`src/hw/rtl/kstuf_pkg.sv`:
```
// Types, constants and the microprogram of the spanning tree core.
// No dependencies.
package kstuf_pkg;

  localparam int RANK_BITS  = 2;
  localparam int TOTAL_BITS = 20;
  localparam int COUNT_BITS = 3;
  localparam int NCNT_BITS  = 4;
  localparam int WIN_BITS   = 16;

  localparam logic [TOTAL_BITS-1:0] TOTAL_MAX = 20'hFFFFF;
  localparam logic [COUNT_BITS-1:0] COUNT_MAX = 3'd7;
  localparam logic [RANK_BITS-1:0]  RANK_MAX  = 2'd3;
  localparam logic [NCNT_BITS-1:0]  NODE_COUNT_RESET = 4'd8;

  typedef struct packed {
    logic [WIN_BITS-1:0] edge_weight;
    logic [2:0]          node_a;
    logic [2:0]          node_b;
    logic                first_edge;
  } in_item_t;

  typedef struct packed {
    logic                  accepted;
    logic [TOTAL_BITS-1:0] total_weight;
    logic [COUNT_BITS-1:0] edges_taken;
    logic                  spanning;
  } out_item_t;

  // step counter and program addresses
  typedef logic [3:0] step_t;
  localparam step_t ST_IDLE    = 4'd0;
  localparam step_t ST_FA_RD   = 4'd1;
  localparam step_t ST_FA_WALK = 4'd2;
  localparam step_t ST_CMP_A   = 4'd3;
  localparam step_t ST_FB_WALK = 4'd4;
  localparam step_t ST_CMP_B   = 4'd5;
  localparam step_t ST_TEST    = 4'd6;
  localparam step_t ST_LINK    = 4'd7;
  localparam step_t ST_BUMP    = 4'd8;
  localparam step_t ST_FIN     = 4'd9;

  typedef enum logic [2:0] {
    C_ALWAYS,
    C_ROOT,     // fetched entry points at itself
    C_AT_RA,    // fetched node is root of a
    C_AT_RB,
    C_DIFF,     // roots differ
    C_RANK_EQ
  } cond_t;

  typedef enum logic [1:0] {
    RD_HOLD,
    RD_A,
    RD_B,
    RD_PARENT
  } rd_src_t;

  typedef enum logic [2:0] {
    W_NONE,
    W_COMP_A,   // point fetched node at root of a
    W_COMP_B,
    W_LINK,     // hang one root under the other
    W_BUMP      // raise rank of root b
  } wr_op_t;

  typedef enum logic [1:0] {
    LAT_NONE,
    LAT_RA,
    LAT_RB,
    LAT_OK
  } lat_t;

  // hit: cond met -> next step (or idle on fin); miss -> jmp
  typedef struct packed {
    cond_t   cond;
    step_t   jmp;
    rd_src_t rd_hit;
    rd_src_t rd_miss;
    wr_op_t  wr_hit;
    wr_op_t  wr_miss;
    lat_t    lat;
    logic    fin;
  } uword_t;

  function automatic uword_t ucode(input step_t pc);
    uword_t u;
    u = '{C_ALWAYS, ST_IDLE, RD_HOLD, RD_HOLD, W_NONE, W_NONE, LAT_NONE, 1'b0};
    case (pc)
      ST_FA_RD:   u = '{C_ALWAYS, ST_IDLE, RD_A, RD_HOLD, W_NONE, W_NONE,
                        LAT_NONE, 1'b0};
      ST_FA_WALK: u = '{C_ROOT, ST_FA_WALK, RD_A, RD_PARENT, W_NONE, W_NONE,
                        LAT_RA, 1'b0};
      ST_CMP_A:   u = '{C_AT_RA, ST_CMP_A, RD_B, RD_PARENT, W_NONE, W_COMP_A,
                        LAT_NONE, 1'b0};
      ST_FB_WALK: u = '{C_ROOT, ST_FB_WALK, RD_B, RD_PARENT, W_NONE, W_NONE,
                        LAT_RB, 1'b0};
      ST_CMP_B:   u = '{C_AT_RB, ST_CMP_B, RD_HOLD, RD_PARENT, W_NONE, W_COMP_B,
                        LAT_NONE, 1'b0};
      ST_TEST:    u = '{C_DIFF, ST_FIN, RD_HOLD, RD_HOLD, W_NONE, W_NONE,
                        LAT_OK, 1'b0};
      ST_LINK:    u = '{C_RANK_EQ, ST_FIN, RD_HOLD, RD_HOLD, W_LINK, W_LINK,
                        LAT_NONE, 1'b0};
      ST_BUMP:    u = '{C_ALWAYS, ST_IDLE, RD_HOLD, RD_HOLD, W_BUMP, W_NONE,
                        LAT_NONE, 1'b0};
      ST_FIN:     u = '{C_ALWAYS, ST_IDLE, RD_HOLD, RD_HOLD, W_NONE, W_NONE,
                        LAT_NONE, 1'b1};
      default:    u = '{C_ALWAYS, ST_IDLE, RD_HOLD, RD_HOLD, W_NONE, W_NONE,
                        LAT_NONE, 1'b0};
    endcase
    return u;
  endfunction

endpackage

```
`src/hw/rtl/kstuf_ram.sv`:
```
// Generic RAM: one write port, one read port with registered read data.
// No dependencies.
module kstuf_ram #(
  parameter int WIDTH = 8,
  parameter int DEPTH = 8
) (
  input  logic                                   clk,
  input  logic                                   we,
  input  logic [(DEPTH > 1 ? $clog2(DEPTH) : 1)-1:0] waddr,
  input  logic [WIDTH-1:0]                       wdata,
  input  logic [(DEPTH > 1 ? $clog2(DEPTH) : 1)-1:0] raddr,
  output logic [WIDTH-1:0]                       rdata
);

  logic [WIDTH-1:0] mem [DEPTH];
  logic [WIDTH-1:0] rdata_r;

  always_ff @(posedge clk) begin
    if (we) begin
      mem[waddr] <= wdata;
    end
    rdata_r <= mem[raddr];
  end

  assign rdata = rdata_r;

endmodule

```
`src/hw/rtl/kruskal_spanning_tree_union_find_core.sv`:
```
// Top level of the spanning tree accumulator: union-find forest in a RAM,
// driven by a microprogram from kstuf_pkg. Uses kstuf_ram.
//
// Usage:
//   Input: put an edge on in_item and raise start; the beat is taken at a
//   clock edge with start high and busy low. busy stays high while the edge
//   is worked on. first_edge set clears the forest and the totals first.
//   Output: one result per edge on out_item, marked by out_valid for exactly
//   one cycle. The receiver cannot stall; the result is simply shown once.
//   Config: cfg_we with cfg_wdata writes node_count; only while idle.
// Timing:
//   Each root search walks the parent chain one node per cycle through the
//   single read port of the forest RAM, then walks it again to compress it.
//   Compression and union writes share the single write port. out_valid
//   rises at the edge where busy falls, and a new edge can be taken in that
//   same cycle. Trees stay at most 3 deep.
// Reset:
//   Synchronous, active low. Per-node valid bits clear at once, so every
//   node reads as its own root with rank zero; totals zero, node_count 8.
module kruskal_spanning_tree_union_find_core
  import kstuf_pkg::*;
#(
  parameter int MAX_NODES   = 8,
  parameter int WEIGHT_BITS = 16
) (
  input  logic                 clk,
  input  logic                 rst_n,
  input  logic                 start,
  output logic                 busy,
  input  in_item_t             in_item,
  output logic                 out_valid,
  output out_item_t            out_item,
  input  logic                 cfg_we,
  input  logic [NCNT_BITS-1:0] cfg_wdata
);

  localparam int PW = (MAX_NODES > 1) ? $clog2(MAX_NODES) : 1;
  localparam int EW = PW + RANK_BITS;

  // node id taken modulo the forest size; id is at most 7
  function automatic logic [PW-1:0] id_wrap(input logic [2:0] id);
    logic [2:0] v;
    v = id;
    for (int k = 0; k < 3; k++) begin
      if (int'(v) >= MAX_NODES) begin
        v = v - 3'(MAX_NODES);
      end
    end
    return PW'(v);
  endfunction

  step_t                 pc_r, pc_nxt;
  logic [PW-1:0]         a_r, b_r, ra_r, rb_r, addr_q_r;
  logic [RANK_BITS-1:0]  rka_r, rkb_r;
  logic                  ok_r, vq_r;
  logic [MAX_NODES-1:0]  valid_r;
  logic [WIN_BITS-1:0]   w_r, w_mask;
  logic [TOTAL_BITS-1:0] total_r, total_nxt;
  logic [COUNT_BITS-1:0] count_r, count_nxt;
  logic [NCNT_BITS-1:0]  node_count_r;
  out_item_t             out_r;
  logic                  out_valid_r;

  uword_t                uw;
  logic                  hit, accept;
  rd_src_t               rd_sel;
  wr_op_t                wr_sel;
  logic [PW-1:0]         raddr, waddr, rd_parent;
  logic [EW-1:0]         rdata, wdata, eff;
  logic [RANK_BITS-1:0]  rd_rank;
  logic                  we;
  logic [TOTAL_BITS:0]   sum;
  logic                  span_nxt;

  assign accept = start && (pc_r == ST_IDLE);
  assign uw     = ucode(pc_r);

  // never-written entries read as their own root
  assign eff       = vq_r ? rdata : {{RANK_BITS{1'b0}}, addr_q_r};
  assign rd_parent = eff[PW-1:0];
  assign rd_rank   = eff[EW-1:PW];

  always_comb begin
    for (int i = 0; i < WIN_BITS; i++) begin
      w_mask[i] = (i < WEIGHT_BITS) ? in_item.edge_weight[i] : 1'b0;
    end
  end

  always_comb begin
    case (uw.cond)
      C_ALWAYS:  hit = 1'b1;
      C_ROOT:    hit = (rd_parent == addr_q_r);
      C_AT_RA:   hit = (addr_q_r == ra_r);
      C_AT_RB:   hit = (addr_q_r == rb_r);
      C_DIFF:    hit = (ra_r != rb_r);
      C_RANK_EQ: hit = (rka_r == rkb_r);
      default:   hit = 1'b1;
    endcase
  end

  // sequencer
  always_comb begin
    if (pc_r == ST_IDLE) begin
      pc_nxt = accept ? ST_FA_RD : ST_IDLE;
    end else if (hit) begin
      pc_nxt = uw.fin ? ST_IDLE : step_t'(pc_r + 4'd1);
    end else begin
      pc_nxt = uw.jmp;
    end
  end

  // datapath controls from the control word
  always_comb begin
    rd_sel = hit ? uw.rd_hit : uw.rd_miss;
    wr_sel = hit ? uw.wr_hit : uw.wr_miss;
    case (rd_sel)
      RD_A:      raddr = a_r;
      RD_B:      raddr = b_r;
      RD_PARENT: raddr = rd_parent;
      default:   raddr = addr_q_r;
    endcase
    we    = 1'b1;
    waddr = addr_q_r;
    wdata = {rd_rank, ra_r};
    case (wr_sel)
      W_COMP_A: begin
        waddr = addr_q_r;
        wdata = {rd_rank, ra_r};
      end
      W_COMP_B: begin
        waddr = addr_q_r;
        wdata = {rd_rank, rb_r};
      end
      W_LINK: begin
        if (rka_r > rkb_r) begin
          waddr = rb_r;
          wdata = {rkb_r, ra_r};
        end else begin
          waddr = ra_r;
          wdata = {rka_r, rb_r};
        end
      end
      W_BUMP: begin
        waddr = rb_r;
        wdata = {(rkb_r == RANK_MAX) ? rkb_r : RANK_BITS'(rkb_r + 2'd1), rb_r};
      end
      default: we = 1'b0;
    endcase
  end

  // totals at the end of the program
  always_comb begin
    sum       = {1'b0, total_r} + (TOTAL_BITS + 1)'(w_r);
    total_nxt = total_r;
    count_nxt = count_r;
    if (ok_r) begin
      total_nxt = (sum > {1'b0, TOTAL_MAX}) ? TOTAL_MAX : sum[TOTAL_BITS-1:0];
      count_nxt = (count_r == COUNT_MAX) ? count_r : COUNT_BITS'(count_r + 3'd1);
    end
    span_nxt = ({1'b0, count_nxt} == NCNT_BITS'(node_count_r - 4'd1));
  end

  kstuf_ram #(
    .WIDTH (EW),
    .DEPTH (MAX_NODES)
  ) u_forest (
    .clk   (clk),
    .we    (we),
    .waddr (waddr),
    .wdata (wdata),
    .raddr (raddr),
    .rdata (rdata)
  );

  always_ff @(posedge clk) begin
    if (!rst_n) begin
      pc_r         <= ST_IDLE;
      valid_r      <= '0;
      total_r      <= '0;
      count_r      <= '0;
      ok_r         <= 1'b0;
      node_count_r <= NODE_COUNT_RESET;
      out_valid_r  <= 1'b0;
    end else begin
      pc_r        <= pc_nxt;
      out_valid_r <= (pc_r != ST_IDLE) && uw.fin;
      if (cfg_we) begin
        node_count_r <= cfg_wdata;
      end
      if (we) begin
        valid_r[waddr] <= 1'b1;
      end
      if (accept) begin
        ok_r <= 1'b0;
        if (in_item.first_edge) begin
          valid_r <= '0;
          total_r <= '0;
          count_r <= '0;
        end
      end else if (hit && uw.lat == LAT_OK) begin
        ok_r <= 1'b1;
      end
      if ((pc_r != ST_IDLE) && uw.fin) begin
        total_r <= total_nxt;
        count_r <= count_nxt;
      end
    end
  end

  // payload registers
  always_ff @(posedge clk) begin
    vq_r     <= valid_r[raddr];
    addr_q_r <= raddr;
    if (accept) begin
      a_r <= id_wrap(in_item.node_a);
      b_r <= id_wrap(in_item.node_b);
      w_r <= w_mask;
    end
    if (hit && uw.lat == LAT_RA) begin
      ra_r  <= addr_q_r;
      rka_r <= rd_rank;
    end
    if (hit && uw.lat == LAT_RB) begin
      rb_r  <= addr_q_r;
      rkb_r <= rd_rank;
    end
    if ((pc_r != ST_IDLE) && uw.fin) begin
      out_r.accepted     <= ok_r;
      out_r.total_weight <= total_nxt;
      out_r.edges_taken  <= count_nxt;
      out_r.spanning     <= span_nxt;
    end
  end

  assign busy      = (pc_r != ST_IDLE);
  assign out_valid = out_valid_r;
  assign out_item  = out_r;

endmodule

```
`config.mk`:
```
export PLATFORM = sky130hd
export DESIGN_NAME = kruskal_spanning_tree_union_find_core
export DESIGN_NICKNAME = d
export VERILOG_FILES = /design/src/hw/rtl/kstuf_pkg.sv /design/src/hw/rtl/kstuf_ram.sv /design/src/hw/rtl/kruskal_spanning_tree_union_find_core.sv
export SDC_FILE = /design/constraint.sdc
export NUM_CORES = 1
export LEC_CHECK = 0
export BUFFER_PORTS_ARGS = -buffer_cell sky130_fd_sc_hd__buf_2
export CORE_MARGIN = 2
export CORE_UTILIZATION = 56
export CTS_BUF_LIST = sky130_fd_sc_hd__clkbuf_4 sky130_fd_sc_hd__clkbuf_8
export DETAILED_ROUTE_END_ITERATION = 7
export PLACE_DENSITY_LB_ADDON = 0.12
export SKIP_CTS_REPAIR_TIMING = 1
export SLEW_MARGIN = 30
export SYNTH_ARGS = -nofsm -noshare
export SYNTH_HDL_FRONTEND = slang
export SYNTH_SLANG_ARGS = --single-unit
```
`constraint.sdc`:
```
create_clock -name clk -period 3.6 [get_ports clk]
set_input_delay 1.08 -clock clk [delete_from_list [all_inputs] [get_ports clk]]
set_output_delay 1.08 -clock clk [all_outputs]
set_load 0.005 [all_outputs]
```
==> results.cfg, run 1 <==
[logic_synthesis]
synth-seq-cells = 147
netlist_area_um2 = 7270
ys_types = 67
yosysTopAreaCell = edfxtp_1
avgSynthCellArea_um2 = 11.3
synthCells = 641
synth_top_area_share_pct = 40.1
synth-main-ff-cell = edfxtp_1
yosys_warnings = 0
yosysSeqAreaShare_pct = 53.9
synth_edf_count = 97
synthTopCellsByArea = edfxtp_1 40%, dfxtp_1 14%, ha_1 4.8%, mux2_2 3.4%, nand2_1 3.4%
syn_nets = 701
synthArstFlopShare_pct = 0

[route]
drtPass1Iterations = 7
wl_per_cell_um = 17.5
num_vias = 5421
postRouteAntennaNets = 0
routed_wirelength_um = 16400
drc = 0
viasPerCell = 5.78
detail_route.iter0.violations = 446

[setup_path]
worstSetupPathType = register to register
cp-end-kind = register
crit_fanout = 7
arrival_ns = 4.04
crit_required_ns = 3.94
startpoint_type = register

[timing]
period_share_pct = 103
drv_slew = 0
tightest_slew_ns = 0.766
timing.fmax_mhz = 270
setup_viol = 6
period_minus_slack_ns = 3.70
setup_slack_ns = -0.100
tns_ns = -0.202
skew_ns = 0.0131
max_slew_margin_pct = 48.9
rsz0062_at_grt = yes
hold_viol = 0
fin_hold_ws_ns = 0.463

[grt]
grt_pass1_wl_um = 25600
antenna_found_initial = 0
track_usage_pct = 23.6
globalRoute.totalOverflow = 0
first_global_vias = 5271
grt_max_degree = 38

[clocking]
cts_num_sinks = 147
root_buffer = clkbuf_8
cts_buffers = 17
clock_path_buffers = 2
worstSkewPairLatency_ns = 0.46
htreeDepth = 4
cts_tree = done
path_clk_slew_ns = 0.08

[floorplan]
rows = 41
die_h_um = 118
io_pins = 58
start_util_pct = 57.6
die_width_um = 118
die_area_um2 = 13900
core_um2 = 12600

[power]
p_leak_nw = 3.49
cellPowerDensity_nw_per_um2 = 490
ir_drop_mv = 0.315
power_w = 0.00430

[finish]
layout_common_cells = 97 x edfxtp_1, 65 x nand2_1, 57 x buf_2, 55 x buf_4, 47 x dfxtp_1
fin_util_pct = 69.5
insertedDiodeCount = 0
syn_to_final_growth_pct = 20.7
final_common_cell = edfxtp_1
drive_gt1_share_pct = 28.7
nets = 813

[flow_run]
drv_cap = 0

[status]
violations = setup timing
status = complete, but fails checks

[place]
port_buffers = 57
dp_hpwl_um = 11100
gp_congestion = 0.958

[min_path]
min_path_type = register to register
cell type report:
type | instances | area, µm²
tap | 172 | 215
clock inverter | 9 | 109
multi-input combinational | 438 | 3310
sequential | 147 | 3920
timing repair buffer | 119 | 812
clock buffer | 23 | 285
fill | 931 | 3850
inverter | 30 | 115
worst max-delay path, cell delays in order, from the launching register on:
cell      delay [ns]
dfxtp_4         0.37
inv_4           0.05
ha_4            0.16
and2_4          0.16
or4_4           0.44
a32o_2          0.31
nor2_4          0.14
a311oi_2        0.11
a311o_1         0.30
a221o_2         0.42
buf_12          0.15
buf_6           0.11
buf_6           0.12
mux2_4          0.29
mux4_2          0.44
power by group:
part           total (W)  internal, W  switching [W]  leakage [nW]
Combinational    0.00108     0.000570       0.000511          1.93
Sequential       0.00194      0.00188      0.0000583          1.35
Clock            0.00128     0.000674       0.000604         0.206
Total            0.00430      0.00313        0.00117          3.49
path summary, 6_finish.rpt:
kind / from / to / slack [ns] / depth (start not counted)
worst min-delay path: valid_r[0]$_SDFF_PN0_ / valid_r[0]$_SDFF_PN0_ / 0.46 / 2
worst max register to register: pc_r[0]$_SDFFE_PN0P_ / u_forest.rdata[4]$_DFF_P_ / -0.10 / 14
worst max-delay path: pc_r[0]$_SDFFE_PN0P_ / u_forest.rdata[4]$_DFF_P_ / -0.10 / 14
worst min register to register: valid_r[0]$_SDFF_PN0_ / valid_r[0]$_SDFF_PN0_ / 0.46 / 2
routing by layer:
metal / track usage (%) / part of all wire, % / vias to the layer above
met1: 30.3 / 45 / 2601
met5: 0 / 0 / -
met4: 10.2 / 1.7 / 0
met2: 38.3 / 48 / 168
met3: 5.52 / 5.3 / 23
li1: - / - / 2629
synth_stat cells (all sizes together) (6+ instances only):
cell and instances:
a21o 8, a21oi 35, a31oi 12, and2 8, and3 6, buf 6
clkbuf 20, dfxtp 50, edfxtp 97, ha 28, inv 30, mux2 26
mux2i 15, nand2 65, nand2b 8, nand3 12, nor2 38, nor3 9
o21a 14, o21ai 31, o21bai 6, o221ai 8, o22a 8, o31ai 6
xnor2 16
registers in the layout, indices dropped and copies added (netlist names):
| register | cells |
|---|---|
| rb_r | 3 |
| rka_r | 2 |
| out_item | 25 |
| node_count_r | 4 |
| u_forest.rdata | 5 |
| u_forest.mem | 40 |
| valid_r | 8 |
| ok_r | 1 |
| ra_r | 3 |
| total_r | 20 |
| out_valid | 1 |
| a_r | 3 |
| w_r | 16 |
| pc_r | 4 |
| b_r | 3 |
| count_r | 3 |
| addr_q_r | 3 |
| vq_r | 1 |
| rkb_r | 2 |
logic make-up (layout without fill, tap and decap cells):
family | count (synthesis) | in the layout | synth area share (%)
compound gates | 172 | 172 | 16.6
xor+xnor | 19 | 19 | 2.29
fa+ha+maj | 29 | 29 | 5.10
buf+inv | 56 | 181 | 3.25
flops | 147 | 147 | 53.9
mux | 46 | 46 | 7.64
simple gates | 172 | 172 | 11.3
through the flow:
| stage | std cells | area, µm² | setup WS (ns) |
|---|---|---|---|
| after floorplan | 641 | 7280 | 0.00455 |
| after global placement | 890 | 8010 | 0.0249 |
| after global routing | 938 | 8770 | -0.201 |
| final | 938 | 8770 | -0.100 |
| after CTS | 922 | 8400 | -0.115 |
| after detailed placement | 890 | 8010 | -0.0916 |
Power figures use the tool's default switching activity.
==> run 2: changes to the inputs <==
BUFFER_PORTS_ARGS = -buffer_cell sky130_fd_sc_hd__clkbuf_2   (was -buffer_cell sky130_fd_sc_hd__buf_2)
GPL_ROUTABILITY_DRIVEN = 0   (was not set)
==> results.cfg, run 2 (same netlist as run 1, synthesis figures left out) <==
[status]
status = complete, but fails checks
violations = setup timing

[setup_path]
cp-end-kind = register
crit_required_ns = 3.93
worstSetupPathType = register to register
startpoint_type = register
arrival_ns = 4.04
crit_fanout = 5

[power]
p_leak_nw = 3.43
ir_drop_mv = 0.279
cellPowerDensity_nw_per_um2 = 486

[finish]
final_cells = 929
insertedDiodeCount = 0
top_register = u_forest.mem
largest_register_ffs = 40
final_common_cell = edfxtp_1
nets = 804
layout_common_cells = 97 x edfxtp_1, 65 x nand2_1, 57 x clkbuf_2, 49 x buf_4, 47 x dfxtp_1
drive_gt1_share_pct = 27.2
nFillCells = 957
syn_to_final_growth_pct = 18.9

[route]
detail_route.iter0.violations = 352
viasPerCell = 5.75
routed_wirelength_um = 16100
drtPass1Iterations = 4
drc = 0
wl_per_cell_um = 17.3
postRouteAntennaNets = 0
num_vias = 5344

[timing]
setup_slack_ns = -0.105
skew_ns = 0.0101
hold_viol = 0
setup_viol = 6
timing.fmax_mhz = 270
tns_ns = -0.399
period_share_pct = 103
period_minus_slack_ns = 3.71
max_slew_margin_pct = 48.7
drv_slew = 0
fin_hold_ws_ns = 0.463
rsz0062_at_grt = yes
tightest_slew_ns = 0.768

[clocking]
cts_buffers = 17
root_buffer = clkbuf_8
clock_path_buffers = 2
path_clk_slew_ns = 0.08
cts_tree = done
worstSkewPairLatency_ns = 0.45
htreeDepth = 4
cts_num_sinks = 147

[floorplan]
die_width_um = 118
io_pins = 58
core_um2 = 12600
start_util_pct = 57.6
die_area_um2 = 13900
die_h_um = 118
rows = 41

[grt]
globalRoute.totalOverflow = 0
antenna_found_initial = 0
first_global_vias = 5320
grt_max_degree = 37
track_usage_pct = 23.7
grt_pass1_wl_um = 26000

[min_path]
min_path_type = register to register

[flow_run]
drv_cap = 0

[place]
dp_cells = 888
port_buffers = 57
dp_hpwl_um = 11100
==> run 2: final timing paths <==
check,from,slack [ns],cells after the start,to
hold / removal,valid_r[5]$_SDFF_PN0_,0.46,2,valid_r[5]$_SDFF_PN0_
setup / recovery,pc_r[0]$_SDFFE_PN0P_,-0.11,14,vq_r$_DFF_P_
setup reg to reg,pc_r[0]$_SDFFE_PN0P_,-0.11,14,vq_r$_DFF_P_
hold reg to reg,valid_r[5]$_SDFF_PN0_,0.46,2,valid_r[5]$_SDFF_PN0_
==> run 2: cell type report <==
type | instances | area (µm²) | area share, %
Clock inverter | 14 | 136 | 1.58
Inverter | 30 | 115 | 1.33
Multi-Input combinational cell | 438 | 3270 | 37.8
Tap cell | 172 | 215 | 2.49
Clock buffer | 18 | 241 | 2.79
Timing Repair Buffer | 110 | 743 | 8.60
Sequential cell | 147 | 3920 | 45.4
==> run 2: through the flow <==
| stage | power, W | cell area [µm²] | utilization, % | setup WS [ns] |
|---|---|---|---|---|
| after floorplan | 0.00254 | 7280 | - | 0.00455 |
| after global placement | 0.00276 | 7990 | 63.3 | 0.0207 |
| after detailed placement | 0.00279 | 7990 | 63.3 | -0.111 |
| after CTS | 0.00403 | 8370 | 66.3 | -0.137 |
| after global routing | 0.00438 | 8640 | 68.5 | -0.162 |
| final | 0.00420 | 8640 | 68.5 | -0.105 |
==> run 2: per-layer routing <==
| layer | up-vias | track usage (%) | wire length (µm) |
|---|---|---|---|
| met1 | 2573 | 30.8 | 7330 |
| li1 | 2612 | - | - |
| met2 | 138 | 38.9 | 7720 |
| met3 | 21 | 5.47 | 752 |
| met4 | 0 | 8.73 | 276 |
| met5 | - | 0 | 0 |
==> run 2: worst max-delay path, cell delays in order (launching register included) <==
cell and delay, ns:
dfxtp_4 0.39, inv_4 0.06, ha_4 0.16, and2_4 0.15, buf_4 0.14, o31ai_2 0.32
a32o_1 0.29, nor2_4 0.06, a31o_4 0.25, a311o_1 0.28, a221o_2 0.45, clkbuf_16 0.19
buf_4 0.14, mux2_2 0.26, mux4_2 0.44
==> run 2: power by group <==
group | internal (W) | total [W] | switching [W]
Clock | 0.000617 | 0.00124 | 0.000622
Combinational | 0.000533 | 0.00103 | 0.000497
Sequential | 0.00188 | 0.00193 | 0.0000499
